**config.mk**
```make
export PLATFORM = sky130hd
export DESIGN_NAME = list_mode_event_buffer_parser_unit_flat
export DESIGN_NICKNAME = d
export VERILOG_FILES = /design/src/hdl/lmeb_pkg.sv /design/src/hdl/lmeb_if.sv /design/src/hdl/lmeb_decoder.sv /design/src/hdl/lmeb_result_queue.sv /design/src/hdl/list_mode_event_buffer_parser_unit.sv /design/src/flat_wrapper.sv
export SDC_FILE = /design/constraint.sdc
export NUM_CORES = 2
export LEC_CHECK = 0
export ABC_AREA = 1
export BUFFER_PORTS_ARGS = -buffer_cell sky130_fd_sc_hd__buf_2
export CAP_MARGIN = 20
export CORE_ASPECT_RATIO = 1.25
export CORE_UTILIZATION = 56
export DETAILED_ROUTE_END_ITERATION = 8
export GPL_TIMING_DRIVEN = 1
export PLACE_DENSITY_LB_ADDON = 0.3
export SETUP_SLACK_MARGIN = 0.4
export SLEW_MARGIN = 20
export SYNTH_ARGS = -nofsm -noshare
export SYNTH_HDL_FRONTEND = slang
export SYNTH_SLANG_ARGS = --single-unit
```
**constraint.sdc**
```tcl
create_clock -name clk -period 4.9 [get_ports clk]
set_input_delay 0.49 -clock clk [delete_from_list [all_inputs] [get_ports clk]]
set_output_delay 0.49 -clock clk [all_outputs]
set_load 0.01 [all_outputs]
```
**src/hdl/lmeb_pkg.sv**
```systemverilog
// ----------------------------------------------------------------------------
// lmeb_pkg: shared types and constants of the list-mode buffer parser
// Result record, phase and code enums, and the bundle that carries up to two
// results from the decoder into the result queue.
// ----------------------------------------------------------------------------
package lmeb_pkg;

  // Depth of the result queue; it must hold at least two entries.
  localparam int QUEUE_DEPTH = 4;

  // Scale applied to the crate number when forming the module id.
  localparam logic [31:0] CRATE_SCALE = 32'd100;

  // Header lengths that a regular event may carry.
  localparam logic [4:0] HDR_LEN_4  = 5'd4;
  localparam logic [4:0] HDR_LEN_8  = 5'd8;
  localparam logic [4:0] HDR_LEN_12 = 5'd12;
  localparam logic [4:0] HDR_LEN_16 = 5'd16;

  typedef enum logic [3:0] {
    PH_LEN,
    PH_MOD,
    PH_W0,
    PH_W1,
    PH_W2,
    PH_W3,
    PH_XHDR,
    PH_TRACE,
    PH_SKIP,
    PH_DRAIN
  } phase_t;

  typedef enum logic [1:0] {
    KIND_HEADER,
    KIND_TRACE,
    KIND_END
  } kind_t;

  typedef enum logic [2:0] {
    ST_OK,
    ST_EMPTY,
    ST_ZERO_LEN,
    ST_BAD_HEADER,
    ST_STATS
  } status_t;

  typedef struct packed {
    kind_t       result_kind;
    logic [3:0]  channel;
    logic [31:0] module_id;
    logic [14:0] energy;
    logic [47:0] event_time;
    logic [14:0] cfd_fraction;
    logic        finish_code;
    logic [15:0] trace_length;
    logic [31:0] sample_pair;
    status_t     buffer_status;
    logic [31:0] event_count;
    logic        last_of_run;
  } result_t;

  // Results produced by one accepted word, in delivery order.
  typedef struct packed {
    logic    first_valid;
    logic    second_valid;
    result_t first;
    result_t second;
  } push_t;

endpackage

```
**src/hdl/lmeb_if.sv**
```systemverilog
// ----------------------------------------------------------------------------
// lmeb_if: stream channels of the list-mode buffer parser
// Word channel into the parser and result channel out of it, each with
// valid, ready and payload.
// ----------------------------------------------------------------------------
interface lmeb_word_if;
  logic        valid;
  logic        ready;
  logic [31:0] data_word;

  modport source (output valid, output data_word, input ready);
  modport sink (input valid, input data_word, output ready);
endinterface

interface lmeb_result_if;
  logic        valid;
  logic        ready;
  logic [1:0]  result_kind;
  logic [3:0]  channel;
  logic [31:0] module_id;
  logic [14:0] energy;
  logic [47:0] event_time;
  logic [14:0] cfd_fraction;
  logic        finish_code;
  logic [15:0] trace_length;
  logic [31:0] sample_pair;
  logic [2:0]  buffer_status;
  logic [31:0] event_count;
  logic        last_of_run;

  modport source (
    output valid, output result_kind, output channel, output module_id,
    output energy, output event_time, output cfd_fraction, output finish_code,
    output trace_length, output sample_pair, output buffer_status,
    output event_count, output last_of_run, input ready
  );
  modport sink (
    input valid, input result_kind, input channel, input module_id,
    input energy, input event_time, input cfd_fraction, input finish_code,
    input trace_length, input sample_pair, input buffer_status,
    input event_count, input last_of_run, output ready
  );
endinterface

```
**src/hdl/lmeb_decoder.sv**
```systemverilog
// ----------------------------------------------------------------------------
// lmeb_decoder: buffer word decoder
// Holds the parse state, decodes each accepted word against it in one pass
// and hands zero, one or two results to the result queue.
// ----------------------------------------------------------------------------
module lmeb_decoder import lmeb_pkg::*; (
  input  logic          clk,
  input  logic          rst,
  input  logic          cfg_we,
  input  logic [4:0]    cfg_wdata,
  input  logic          room,
  lmeb_word_if.sink     word_in,
  output push_t         push
);

  // Parse state.
  phase_t      phase, phase_next;
  logic [31:0] buffer_words, buffer_words_next;
  logic [31:0] words_consumed, words_consumed_next;
  logic [31:0] module_word, module_word_next;
  logic [31:0] header_fields, header_fields_next;
  logic [31:0] time_low, time_low_next;
  logic [30:0] time_high_cfd, time_high_cfd_next;
  logic [13:0] event_words_seen, event_words_seen_next;
  logic [14:0] trace_words_left, trace_words_left_next;
  logic [31:0] good_events, good_events_next;
  logic        stats_flag, stats_flag_next;
  logic [4:0]  stats_header_length;

  logic        accept;
  logic [31:0] w;
  logic [31:0] wc_inc;
  logic        buffer_done;
  logic [4:0]  hl_w, hl_h;
  logic [13:0] el_w, el_h;
  logic [15:0] tl;
  logic [14:0] trace_words;
  logic        legal_hl;
  logic        is_stats;
  logic        len_mismatch;
  logic [13:0] ews_dec;
  logic [14:0] twl_dec;

  logic        prim_valid, end_valid;
  result_t     prim, end_res;
  status_t     end_status;
  logic [31:0] end_count;

  assign word_in.ready = room;
  assign accept        = word_in.valid && room;
  assign w             = word_in.data_word;

  // Word count saturates; the buffer end is judged on the updated count.
  assign wc_inc      = (words_consumed == '1) ? words_consumed : words_consumed + 32'd1;
  assign buffer_done = wc_inc >= buffer_words;

  // Field extraction from the current word and the stored first header word.
  assign hl_w         = w[16:12];
  assign el_w         = w[30:17];
  assign hl_h         = header_fields[16:12];
  assign el_h         = header_fields[30:17];
  assign tl           = w[31:16];
  assign trace_words  = tl[15:1];
  assign legal_hl     = (hl_w == HDR_LEN_4) || (hl_w == HDR_LEN_8) ||
                        (hl_w == HDR_LEN_12) || (hl_w == HDR_LEN_16);
  assign is_stats     = hl_w == stats_header_length;
  assign len_mismatch = ({1'b0, trace_words} + {11'b0, hl_h}) != {2'b0, el_h};
  assign ews_dec      = event_words_seen - 14'd1;
  assign twl_dec      = trace_words_left - 15'd1;

  // Next-state logic.
  always_comb begin
    phase_next            = phase;
    buffer_words_next     = buffer_words;
    words_consumed_next   = wc_inc;
    module_word_next      = module_word;
    header_fields_next    = header_fields;
    time_low_next         = time_low;
    time_high_cfd_next    = time_high_cfd;
    event_words_seen_next = event_words_seen;
    trace_words_left_next = trace_words_left;
    good_events_next      = good_events;
    stats_flag_next       = stats_flag;
    unique case (phase)
      PH_LEN: begin
        buffer_words_next   = w;
        words_consumed_next = 32'd1;
        good_events_next    = '0;
        stats_flag_next     = 1'b0;
        phase_next          = PH_MOD;
      end
      PH_MOD: begin
        module_word_next = w;
        phase_next       = (buffer_words <= 32'd2) ? PH_LEN : PH_W0;
      end
      PH_W0: begin
        header_fields_next = w;
        if (is_stats) begin
          stats_flag_next = 1'b1;
          if (el_w > 14'd1) begin
            event_words_seen_next = el_w - 14'd1;
            phase_next            = PH_SKIP;
          end else begin
            phase_next = buffer_done ? PH_LEN : PH_W0;
          end
        end else if (!legal_hl) begin
          phase_next = buffer_done ? PH_LEN : PH_DRAIN;
        end else begin
          phase_next = PH_W1;
        end
      end
      PH_W1: begin
        time_low_next = w;
        phase_next    = PH_W2;
      end
      PH_W2: begin
        time_high_cfd_next = w[30:0];
        phase_next         = PH_W3;
      end
      PH_W3: begin
        if (len_mismatch) begin
          if (el_h > 14'd4) begin
            event_words_seen_next = el_h - 14'd4;
            phase_next            = PH_SKIP;
          end else begin
            phase_next = buffer_done ? PH_LEN : PH_W0;
          end
        end else begin
          good_events_next      = good_events + 32'd1;
          trace_words_left_next = trace_words;
          if (hl_h > HDR_LEN_4) begin
            event_words_seen_next = {9'b0, hl_h} - 14'd4;
            phase_next            = PH_XHDR;
          end else if (trace_words != '0) begin
            phase_next = PH_TRACE;
          end else begin
            phase_next = buffer_done ? PH_LEN : PH_W0;
          end
        end
      end
      PH_XHDR: begin
        event_words_seen_next = ews_dec;
        if (ews_dec == '0) begin
          if (trace_words_left != '0) begin
            phase_next = PH_TRACE;
          end else begin
            phase_next = buffer_done ? PH_LEN : PH_W0;
          end
        end
      end
      PH_TRACE: begin
        trace_words_left_next = twl_dec;
        if (twl_dec == '0) begin
          phase_next = buffer_done ? PH_LEN : PH_W0;
        end
      end
      PH_SKIP: begin
        event_words_seen_next = ews_dec;
        if (ews_dec == '0) begin
          phase_next = buffer_done ? PH_LEN : PH_W0;
        end
      end
      PH_DRAIN: begin
        if (buffer_done) begin
          phase_next = PH_LEN;
        end
      end
      default: begin
        phase_next = PH_LEN;
      end
    endcase
  end

  // Output logic: which results this word produces.
  always_comb begin
    prim_valid = 1'b0;
    end_valid  = 1'b0;
    end_status = stats_flag ? ST_STATS : ST_OK;
    end_count  = good_events;
    unique case (phase)
      PH_MOD: begin
        if (buffer_words == '0) begin
          end_valid  = 1'b1;
          end_status = ST_ZERO_LEN;
        end else if (buffer_words <= 32'd2) begin
          end_valid  = 1'b1;
          end_status = ST_EMPTY;
        end
      end
      PH_W0: begin
        if (is_stats) begin
          end_valid  = (el_w <= 14'd1) && buffer_done;
          end_status = ST_STATS;
        end else if (!legal_hl) begin
          end_valid  = 1'b1;
          end_status = ST_BAD_HEADER;
        end
      end
      PH_W3: begin
        if (len_mismatch) begin
          end_valid = (el_h <= 14'd4) && buffer_done;
        end else begin
          prim_valid = 1'b1;
          end_valid  = (hl_h <= HDR_LEN_4) && (trace_words == '0) && buffer_done;
          end_count  = good_events + 32'd1;
        end
      end
      PH_XHDR: begin
        end_valid = (ews_dec == '0) && (trace_words_left == '0) && buffer_done;
      end
      PH_TRACE: begin
        prim_valid = 1'b1;
        end_valid  = (twl_dec == '0) && buffer_done;
      end
      PH_SKIP: begin
        end_valid = (ews_dec == '0) && buffer_done;
      end
      default: begin
        prim_valid = 1'b0;
      end
    endcase
  end

  // Result records: event header or trace word first, buffer end after it.
  always_comb begin
    prim = '0;
    if (phase == PH_TRACE) begin
      prim.result_kind = KIND_TRACE;
      prim.sample_pair = w;
    end else begin
      prim.result_kind  = KIND_HEADER;
      prim.channel      = header_fields[3:0];
      prim.module_id    = module_word + ({28'b0, header_fields[11:8]} * CRATE_SCALE);
      prim.energy       = w[14:0];
      prim.event_time   = {time_high_cfd[15:0], time_low};
      prim.cfd_fraction = time_high_cfd[30:16];
      prim.finish_code  = header_fields[31];
      prim.trace_length = tl;
    end
    prim.last_of_run = !end_valid;

    end_res               = '0;
    end_res.result_kind   = KIND_END;
    end_res.buffer_status = end_status;
    end_res.event_count   = end_count;
    end_res.last_of_run   = 1'b1;
  end

  // Results go to the queue in order only for an accepted word.
  always_comb begin
    push.first_valid  = accept && (prim_valid || end_valid);
    push.second_valid = accept && prim_valid && end_valid;
    push.first        = prim_valid ? prim : end_res;
    push.second       = end_res;
  end

  // State registers.
  always_ff @(posedge clk) begin
    if (rst) begin
      phase               <= PH_LEN;
      buffer_words        <= '0;
      words_consumed      <= '0;
      module_word         <= '0;
      header_fields       <= '0;
      time_low            <= '0;
      time_high_cfd       <= '0;
      event_words_seen    <= '0;
      trace_words_left    <= '0;
      good_events         <= '0;
      stats_flag          <= 1'b0;
      stats_header_length <= '0;
    end else begin
      if (cfg_we) begin
        stats_header_length <= cfg_wdata;
      end
      if (accept) begin
        phase            <= phase_next;
        buffer_words     <= buffer_words_next;
        words_consumed   <= words_consumed_next;
        module_word      <= module_word_next;
        header_fields    <= header_fields_next;
        time_low         <= time_low_next;
        time_high_cfd    <= time_high_cfd_next;
        event_words_seen <= event_words_seen_next;
        trace_words_left <= trace_words_left_next;
        good_events      <= good_events_next;
        stats_flag       <= stats_flag_next;
      end
    end
  end

endmodule

```
**src/hdl/lmeb_result_queue.sv**
```systemverilog
// ----------------------------------------------------------------------------
// lmeb_result_queue: result register queue
// Small circular queue that takes up to two results per cycle and delivers
// one per cycle on the result channel while the consumer is ready.
// ----------------------------------------------------------------------------
module lmeb_result_queue import lmeb_pkg::*; #(
  parameter int DEPTH = QUEUE_DEPTH
) (
  input  logic            clk,
  input  logic            rst,
  input  push_t           push,
  output logic            room,
  output logic [$clog2(DEPTH+1)-1:0] level,
  lmeb_result_if.source   result_out
);

  localparam int PTR_W = (DEPTH > 1) ? $clog2(DEPTH) : 1;
  localparam int CNT_W = $clog2(DEPTH + 1);

  result_t          entries [DEPTH];
  logic [PTR_W-1:0] wr_ptr, rd_ptr;
  logic [PTR_W-1:0] wr_p1, wr_p2, rd_p1;
  logic [CNT_W-1:0] count;
  logic             pop;
  logic [1:0]       push_n;
  result_t          head;

  // Pointer steps with wrap at the queue depth.
  assign wr_p1 = (wr_ptr == PTR_W'(DEPTH - 1)) ? '0 : wr_ptr + PTR_W'(1);
  assign wr_p2 = (wr_p1 == PTR_W'(DEPTH - 1)) ? '0 : wr_p1 + PTR_W'(1);
  assign rd_p1 = (rd_ptr == PTR_W'(DEPTH - 1)) ? '0 : rd_ptr + PTR_W'(1);

  // Room for two entries is required before a word is taken.
  assign room   = count <= CNT_W'(DEPTH - 2);
  assign level  = count;
  assign pop    = result_out.valid && result_out.ready;
  assign push_n = {1'b0, push.first_valid} + {1'b0, push.second_valid};

  // Entry storage.
  always_ff @(posedge clk) begin
    if (push.first_valid) begin
      entries[wr_ptr] <= push.first;
    end
    if (push.second_valid) begin
      entries[wr_p1] <= push.second;
    end
  end

  // Pointers and fill level.
  always_ff @(posedge clk) begin
    if (rst) begin
      wr_ptr <= '0;
      rd_ptr <= '0;
      count  <= '0;
    end else begin
      if (push.second_valid) begin
        wr_ptr <= wr_p2;
      end else if (push.first_valid) begin
        wr_ptr <= wr_p1;
      end
      if (pop) begin
        rd_ptr <= rd_p1;
      end
      count <= count + CNT_W'(push_n) - CNT_W'(pop);
    end
  end

  // Head of the queue drives the result channel.
  assign head                     = entries[rd_ptr];
  assign result_out.valid         = count != '0;
  assign result_out.result_kind   = head.result_kind;
  assign result_out.channel       = head.channel;
  assign result_out.module_id     = head.module_id;
  assign result_out.energy        = head.energy;
  assign result_out.event_time    = head.event_time;
  assign result_out.cfd_fraction  = head.cfd_fraction;
  assign result_out.finish_code   = head.finish_code;
  assign result_out.trace_length  = head.trace_length;
  assign result_out.sample_pair   = head.sample_pair;
  assign result_out.buffer_status = head.buffer_status;
  assign result_out.event_count   = head.event_count;
  assign result_out.last_of_run   = head.last_of_run;

endmodule

```
**src/hdl/list_mode_event_buffer_parser_unit.sv**
```systemverilog
// ----------------------------------------------------------------------------
// list_mode_event_buffer_parser_unit: list-mode buffer parser
// Decodes a digitizer buffer word stream into event headers, trace sample
// pairs and buffer-end records.
// ----------------------------------------------------------------------------
//
//   Channel      Dir  Payload                               Handshake
//   word_in      in   data_word (32)                        valid / ready
//   result_out   out  result_kind .. last_of_run record     valid / ready
//   cfg_*        in   stats_header_length (5)               write enable only
//
// One word is taken per cycle while the queue has room; its results go into
// the result queue at the edge that takes the word and are offered once the
// results ahead have left. The single-read queue delivers them one at a time.
// Words are refused while the queue has fewer than two free entries.
// Reset (rst, synchronous) returns the parser to wait for a length word.
//
module list_mode_event_buffer_parser_unit import lmeb_pkg::*; #(
  parameter int DEPTH = QUEUE_DEPTH
) (
  input  logic          clk,
  input  logic          rst,
  input  logic          cfg_we,
  input  logic [4:0]    cfg_wdata,
  lmeb_word_if.sink     word_in,
  lmeb_result_if.source result_out
);

  push_t                      push;
  logic                       room;
  logic [$clog2(DEPTH+1)-1:0] level;

  // Word decoder and parse state.
  lmeb_decoder u_decoder (
    .clk       (clk),
    .rst       (rst),
    .cfg_we    (cfg_we),
    .cfg_wdata (cfg_wdata),
    .room      (room),
    .word_in   (word_in),
    .push      (push)
  );

  // Result queue toward the output channel.
  lmeb_result_queue #(
    .DEPTH (DEPTH)
  ) u_queue (
    .clk        (clk),
    .rst        (rst),
    .push       (push),
    .room       (room),
    .level      (level),
    .result_out (result_out)
  );

  // A request is only taken when the queue can absorb two results.
  a_push_room: assert property (@(posedge clk) disable iff (rst)
    push.first_valid |-> (level <= $bits(level)'(DEPTH - 2)))
    else $error("result pushed without queue room");

  // A second result always follows a first one and is a buffer end.
  a_second_is_end: assert property (@(posedge clk) disable iff (rst)
    push.second_valid |-> (push.first_valid && push.second.result_kind == KIND_END))
    else $error("second result is not a buffer end");

  // A buffer end is always the last result of its word.
  a_end_last: assert property (@(posedge clk) disable iff (rst)
    (result_out.valid && result_out.result_kind == KIND_END) |-> result_out.last_of_run)
    else $error("buffer end without last flag");

  // Level never exceeds the queue depth.
  a_level: assert property (@(posedge clk) disable iff (rst)
    level <= $bits(level)'(DEPTH))
    else $error("result queue overflow");

endmodule
```
**src/flat_wrapper.sv**
```systemverilog
// flat-port wrapper written by rule: the top's interface ports become plain ports
module list_mode_event_buffer_parser_unit_flat import lmeb_pkg::*;
#(
  parameter int DEPTH = QUEUE_DEPTH
)
  (clk, rst, cfg_we, cfg_wdata, word_in_valid, word_in_data_word, word_in_ready, result_out_valid, result_out_result_kind, result_out_channel, result_out_module_id, result_out_energy, result_out_event_time, result_out_cfd_fraction, result_out_finish_code, result_out_trace_length, result_out_sample_pair, result_out_buffer_status, result_out_event_count, result_out_last_of_run, result_out_ready);
  lmeb_word_if word_in_i ();
  lmeb_result_if result_out_i ();
  input  logic clk;
  input  logic rst;
  input  logic cfg_we;
  input  logic [4:0] cfg_wdata;
  input wire logic [$bits(word_in_i.valid)-1:0] word_in_valid;
  input wire logic [$bits(word_in_i.data_word)-1:0] word_in_data_word;
  output wire logic [$bits(word_in_i.ready)-1:0] word_in_ready;
  output wire logic [$bits(result_out_i.valid)-1:0] result_out_valid;
  output wire logic [$bits(result_out_i.result_kind)-1:0] result_out_result_kind;
  output wire logic [$bits(result_out_i.channel)-1:0] result_out_channel;
  output wire logic [$bits(result_out_i.module_id)-1:0] result_out_module_id;
  output wire logic [$bits(result_out_i.energy)-1:0] result_out_energy;
  output wire logic [$bits(result_out_i.event_time)-1:0] result_out_event_time;
  output wire logic [$bits(result_out_i.cfd_fraction)-1:0] result_out_cfd_fraction;
  output wire logic [$bits(result_out_i.finish_code)-1:0] result_out_finish_code;
  output wire logic [$bits(result_out_i.trace_length)-1:0] result_out_trace_length;
  output wire logic [$bits(result_out_i.sample_pair)-1:0] result_out_sample_pair;
  output wire logic [$bits(result_out_i.buffer_status)-1:0] result_out_buffer_status;
  output wire logic [$bits(result_out_i.event_count)-1:0] result_out_event_count;
  output wire logic [$bits(result_out_i.last_of_run)-1:0] result_out_last_of_run;
  input wire logic [$bits(result_out_i.ready)-1:0] result_out_ready;
  assign word_in_i.valid = word_in_valid;
  assign word_in_i.data_word = word_in_data_word;
  assign word_in_ready = word_in_i.ready;
  assign result_out_valid = result_out_i.valid;
  assign result_out_result_kind = result_out_i.result_kind;
  assign result_out_channel = result_out_i.channel;
  assign result_out_module_id = result_out_i.module_id;
  assign result_out_energy = result_out_i.energy;
  assign result_out_event_time = result_out_i.event_time;
  assign result_out_cfd_fraction = result_out_i.cfd_fraction;
  assign result_out_finish_code = result_out_i.finish_code;
  assign result_out_trace_length = result_out_i.trace_length;
  assign result_out_sample_pair = result_out_i.sample_pair;
  assign result_out_buffer_status = result_out_i.buffer_status;
  assign result_out_event_count = result_out_i.event_count;
  assign result_out_last_of_run = result_out_i.last_of_run;
  assign result_out_i.ready = result_out_ready;
  list_mode_event_buffer_parser_unit #(.DEPTH(DEPTH)) u_core (.clk(clk), .rst(rst), .cfg_we(cfg_we), .cfg_wdata(cfg_wdata), .word_in(word_in_i), .result_out(result_out_i));
endmodule
```
---- Word-level counts from Yosys, hierarchy flattened ----
Memory sizes are Yosys's and may differ from the RTL's. A register that Yosys moved wholly into a read port is not among the register bits.
Cells that the tools add are included.
W data, S select, Z words.
word-level totals
  bits in registers ....................... 269
  RAM bits ................................ 804
  input port bits ......................... 42
  output and inout bits ................... 203
  word-level logic and storage cells ...... 172
  memories kept ........................... 1
cells by class
  add/sub/neg operators ................... 15
  multipliers ............................. 1
  order comparisons ....................... 9
  eq/ne operators ......................... 28
  muxes and demuxes ....................... 60
  reductions and logical operators ........ 43
memory list
  memory                  depth  width  read ports  clocked after Yosys merged registers in  wr ports  line                     source
  u_core.u_queue.entries  4      201    1           1                                        2         lmeb_result_queue.sv:20  result_t entries [DEPTH];
operator list
  cell                     count
  $mux W201                1
  $mux W32                 5
  $mux W131                1
  $mux W14                 5
  $add A32 B1 Y32 const B  2
  $pmux W32 S2             1
  $logic_not A15 Y1        3
  $pmux W14 S3             1
  $mux W4                  10
  $pmux W4 S10             1
  $add A32 B11 Y32         1
  $eq A32 B32 Y1 const B   1
  $ge A32 B32 Y1           1
  $le A32 B2 Y1 const B    1
  $logic_not A32 Y1        1
  $pmux W15 S2             1
  $reduce_bool A15 Y1      2
  $sub A14 B1 Y14 const B  2
  $mux W3                  8
  $mux W2                  9
  $add A15 B5 Y16          1
  $eq A4 B3 Y1 const B     4
  $ne A16 B14 Y1           1
  $mux W15                 1
  other kinds (41)         92

---- Longest topological paths before layout ----
  word-level depth ........................ 12
  mapped depth ............................ 34
  gate-level depth less buffers ........... 33

---- Modules after synthesis ----
A second synthesis with hierarchy kept.
unflattened totals
  cell total of the unflattened synthesis .. 6,903
  area total of the unflattened synthesis .. 57,477.6 um2
modules (own cells, without submodules)
  module             times used  cells each  area each (um2)  seq. area each (um2)
  lmeb_result_queue  1           4,004       39,073.7         24,323.3
  lmeb_decoder       1           2,899       18,403.9         5,165.0

---- Least setup slack after synthesis ----
No wires, ideal clock.
  path type ............................... reg-to-reg
  start point ............................. reg u_core.u_decoder.words_consumed[0]
  end point ............................... mem u_core.u_queue.entries[0][35] in the netlist's numbering, data pin
  library setup time ...................... 0.139 ns
  data arrival time ....................... 5.293 ns
  setup slack ............................. -0.533 ns
  cell stages (with the launch flop) ...... 32
  path buffers ............................ 2
  period minus slack after synthesis ...... 5.433 ns
  cell sequence ........................... dfxtp_1 > ha_1 > nand2_1 > inv_1 > nand3_1 > nor2_1 > nand3_1 > nor2_1 > nand2_1 > nand2_1 > nor2_1 > nand3_1 > nor2_1 > nand2_1 > nor3b_1 > nand2_1 > xnor2_1 > ha_1 > nand2_1 > nor4_1 > nand4_1 > nand3_1 > nand2_1 > nand2_1 > nand3_1 > nand4_2 > nand3_1 > buf_4 > nand2_1 > nand2_1 > buf_4 > nor2_1
RTL lines
  element                   line                     source
  start: declaration        lmeb_decoder.sv:19       logic [31:0] words_consumed, words_consumed_next;
  start signal: assignment  lmeb_decoder.sv:279      words_consumed <= words_consumed_next;
  end: declaration          lmeb_result_queue.sv:20

---- Worst setup path after layout ----
  start point ............................. reg u_core.u_decoder.words_consumed[0]
  end point ............................... reg u_core.u_queue.count[1] (netlist: u_core.u_queue.level[1])
on the way
  longest elaborated chain between the ends .. 11
  elaborated cells on any way between the ends .. 19
  classes of those cells .................. add/sub (4); order compare (1); eq/ne (1); mux (4); reduce/logical (9)
ends and longest elaborated chain
  element                                            line                                                           source
  $add A32 B1 Y32 or $eq A32 B32 Y1 (tied branches)  lmeb_decoder.sv:54                                             assign wc_inc = (words_consumed == '1) ? words_consumed : words_consumed + 32'd1;
  $mux W32 (*)                                       lmeb_decoder.sv:54
  $ge A32 B32 Y1 (*)                                 lmeb_decoder.sv:55                                             assign buffer_done = wc_inc >= buffer_words;
  $logic_and A1 B1 Y1, on equally long branches      lmeb_decoder.sv:204, lmeb_decoder.sv:192, lmeb_decoder.sv:201
  $mux W1, on equally long branches                  lmeb_decoder.sv:200, lmeb_decoder.sv:191
  $pmux W1 S6 (*)                                    lmeb_decoder.sv:180                                            unique case (phase)
  $logic_or A1 B1 Y1                                 lmeb_decoder.sv:251                                            push.first_valid = accept && (prim_valid || end_valid);
  $logic_and A1 B1 Y1                                lmeb_decoder.sv:251
  $add A1 B1 Y2 (*)                                  lmeb_result_queue.sv:37                                        assign push_n = {1'b0, push.first_valid} + {1'b0, push.second_valid};
  $add A3 B2 Y3 (*)                                  lmeb_result_queue.sv:64                                        count <= count + CNT_W'(push_n) - CNT_W'(pop);
  $sub A3 B1 Y3 (*)                                  lmeb_result_queue.sv:64
  end signal: assignment                             lmeb_result_queue.sv:64
  end: declaration                                   lmeb_result_queue.sv:23                                        logic [CNT_W-1:0] count;
Every way passes the cells marked *; elsewhere a longest branch is shown, timed or not.
A chain may end at the register's enable or synchronous reset.

==> reports/qor.csv <==
stage,metric,value,unit
status,status,"complete, no violations",
job,maxCapViolations,0,
floorplanning,core-area,93200,um2
detailed_routing,via_count,56000,
synth,synth_nets,7569,
power_and_ir_drop,p_per_area,411,nW/um2
worst_setup_path,r2r_end,u_core.u_queue.level[1],
timing,period_share,97.8,%
clock_tree,numCtsBuffers,106,
synth,synthTopCellsByArea,"dfxtp_1 (35%), nand3_1 (12%), nand2_1 (9.8%), edfxtp_1 (8.0%), o21ai_0 (6.5%)",
place,numPortBuffers,244,
worst_setup_path,critPathMaxStageDelay,420,ps
grt,antenna_found_initial,10,
floorplanning,die_h,345,um
synth,synth_area,52800,um2
synth,synthMuxAreaShare,0.0190,%
power_and_ir_drop,ir_drop,0.388,mV
synth,yosys.area_share.simple,31.4,%
clock_tree,htree_levels,3,
grt,grt_pass1_vias,51700,
synth,synth_compound_area_share,13.0,%
synth,avgSynthCellArea,7.09,um2
place,gp_congestion,1.05,
worst_setup_path,reg2reg_depth,32,
synth,ys_types,55,
place,place_area,55800,um2
worst_setup_path,end_kind,register,
synth,yosysTopAreaCellShare,35.3,%
floorplanning,die-area,95500,um2
worst_setup_path,crit_required,5460,ps
cells_and_area,nets,7665,
timing,rsz0062_at_grt,true,
detailed_routing,routed_via_density,6.34,
worst_setup_path,regToRegStartpoint,u_core.u_decoder.words_consumed[0],
cells_and_area,fin_area,61700,um2
power_and_ir_drop,p_leak,27.6,nW
worst_setup_path,cp.arrival,5350,ps
synth,ys_seq_area_share,43.3,%
worst_setup_path,crit_path_frequent_cell,nand2_2,
timing,clock_skew,32.1,ps
detailed_routing,wl,204000,um
cells_and_area,fin_cells,8840,
detailed_routing,dr.pass1.iters,9,
detailed_routing,wl_per_cell,23.1,um
timing,min_period,4790,ps
synth,synth_seq_cells,1071,
grt,grt_usage,39.3,%
synth,synth-edff-count,140,
synth,async_flop_share,0,%
floorplanning,fp-row-count,125,
floorplanning,dieWidth,277,um
cells_and_area,mostFrequentLayoutCells,"nand2_1 (1350), nand3_1 (1238), dfxtp_1 (928)",
synth,synth_top_family_by_area,simple AND/OR/NAND/NOR gates,
timing,fin_ws,108,ps
hold_path,holdPathEnd,u_core.u_decoder.stats_header_length[0],
hold_path,worstHoldStart,cfg_wdata[0],
floorplanning,ioPinCount,245,
floorplanning,initial_core_util,56.6,%
place,pre_cts_ws,53.3,ps
timing,hold_slack,15.1,ps
grt,gr-total-overflow,0,
worst_setup_path,rrSetupSlack,110,ps
grt,grt_pass1_wl,296000,um
synth,synth_fa_ha_area_share,2.04,%
detailed_routing,ant_nets,0,
cells_and_area,final_core_util,66.2,%
timing,setup_viol_count_final,0,
hold_path,worstHoldPathType,primary input to register,
place,numPlacedInstances,8545,
power_and_ir_drop,total_power,25.3,mW
synth,yosys.area.top_type,dfxtp_1,
synth,yosysWarnings,0,
place,dpl.hpwl,120000,um
synth,syn_inst,7444,
cells_and_area,area_growth,16.9,%
hold_path,min_path_cells,3,
clock_tree,cts_buffer_depth,3,
worst_setup_path,start_kind,register,
timing,slew_headroom,20.7,%
clock_tree,cts.clk_slew.worst_paths,70,ps
grt,grt_max_degree,189,
synth,synthXorXnorAreaFrac,1.68,%
synth,synthFlopType,dfxtp_1,
detailed_routing,drc,0,
worst_setup_path,slowest_stage,fa_1,
timing,fmax,209,MHz
timing,fin_setup_tns,0,ps
timing,tightest_slew,1180,ps
clock_tree,cts.sinks,1071,
detailed_routing,drtIter0Drc,7858,
timing,slew_violations,0,
timing,hold_viol,0,
worst_setup_path,crit_type,register to register,
worst_setup_path,crit_fanout,5,
cells_and_area,layout_commonest_cell,nand2_1,
clock_tree,cts_tree,yes,
cells_and_area,final_layout_size_suffix_gt1_share,11.9,%
clock_tree,worstSkewPairLatency,720,ps
clock_tree,cts-root-buf,clkbuf_16,
==> worst max-delay path by stage <==
stage                                             startpoint                      end  cells past startpoint
after floorplan           u_core.u_decoder.words_consumed[0]  u_core.u_queue.level[1]                     34
after global placement    u_core.u_decoder.words_consumed[0]  u_core.u_queue.level[1]                     33
after detailed placement  u_core.u_decoder.words_consumed[0]  u_core.u_queue.level[1]                     33
after CTS                 u_core.u_decoder.words_consumed[0]  u_core.u_queue.level[1]                     32
after global routing      u_core.u_decoder.words_consumed[0]  u_core.u_queue.level[1]                     32
final                     u_core.u_decoder.words_consumed[0]  u_core.u_queue.level[1]                     32
==> layer usage <==
layer,vias to the layer above,global-route usage (%),routed length (um)
met5,-,0.503,148
met2,3993,62.8,90400
li1,25100,-,-
met1,26000,47.8,72400
met3,895,7.84,24900
met4,16,27.3,16100
==> power breakdown <==
part           internal (mW)  switching, mW  total [mW]  leakage [nW]
logic                   2.14           4.95        7.10          17.1
clock network           5.03           3.72        8.74          1.80
registers               9.21          0.293        9.51          8.75
total                   16.4           8.96        25.3          27.6
==> cell families after synthesis <==
logic type,Yosys count
AND/OR/NAND/NOR,3824
XOR/XNOR,101
flip-flops,1071
AO/OA/AOI/OAI,1295
multiplexers,1
adder cells (fa/ha/maj),83
buffers and inverters,1069
==> state kept, by name, indices dropped and copies added (netlist names), 3 cells and up, named ones only <==
signal and count:
u_core.u_decoder.time_high_cfd 31, u_core.u_decoder.event_words_seen 14, u_core.u_decoder.phase 4, u_core.u_decoder.header_fields 28
u_core.u_decoder.module_word 32, u_core.u_decoder.words_consumed 32, u_core.u_decoder.buffer_words 32, u_core.u_decoder.stats_header_length 5
u_core.u_decoder.good_events 32, u_core.u_decoder.time_low 32, u_core.u_queue.entries 804, u_core.u_decoder.trace_words_left 15
u_core.u_queue.level 3
==> critical path: cells and delay by family, from the launching register on <==
family,cells,cell delay [ps]
DFF,1,350
adders and majority gates,4,1290
buffers and inverters,3,170
and+or+nand+nor,24,2680
xor gates and xnor gates,1,100
==> cell type report <==
| type | count | area [um2] |
|---|---|---|
| fillers | 7922 | 31500 |
| clock inverters | 52 | 656 |
| clock buffers | 143 | 3030 |
| well taps | 1206 | 1510 |
| repair buffers | 552 | 5450 |
| diodes | 7 | 17.5 |
| inverters | 503 | 1940 |
| multi-input cells | 5306 | 26300 |
| flip-flops and latches | 1071 | 22900 |
==> timing repair <==
item                                   4_1_cts  5_1_grt
setup buffers                               26       34
setup endpoints to repair                  934      948
pin swaps                                   26       65
resized for setup                           26      163
hold buffers                                 1        0
endpoints found under the hold margin        1        0
gates cloned                                 6       26
==> Yosys cell counts, types with 15 or more instances <==
cell type / number
edfxtp_1: 140
nor3_1: 64
nand2_1: 1375
o22ai_1: 188
nand3_1: 1293
buf_2: 185
nand4_1: 98
o21ai_0: 685
buf_1: 21
nor2_1: 911
o211ai_1: 18
inv_1: 478
nor4_1: 20
buf_6: 23
a21oi_1: 365
xor2_1: 73
ha_1: 78
buf_4: 29
xnor2_1: 28
clkbuf_1: 308
inv_2: 15
dfxtp_1: 931
Power figures use the tool's default switching activity.
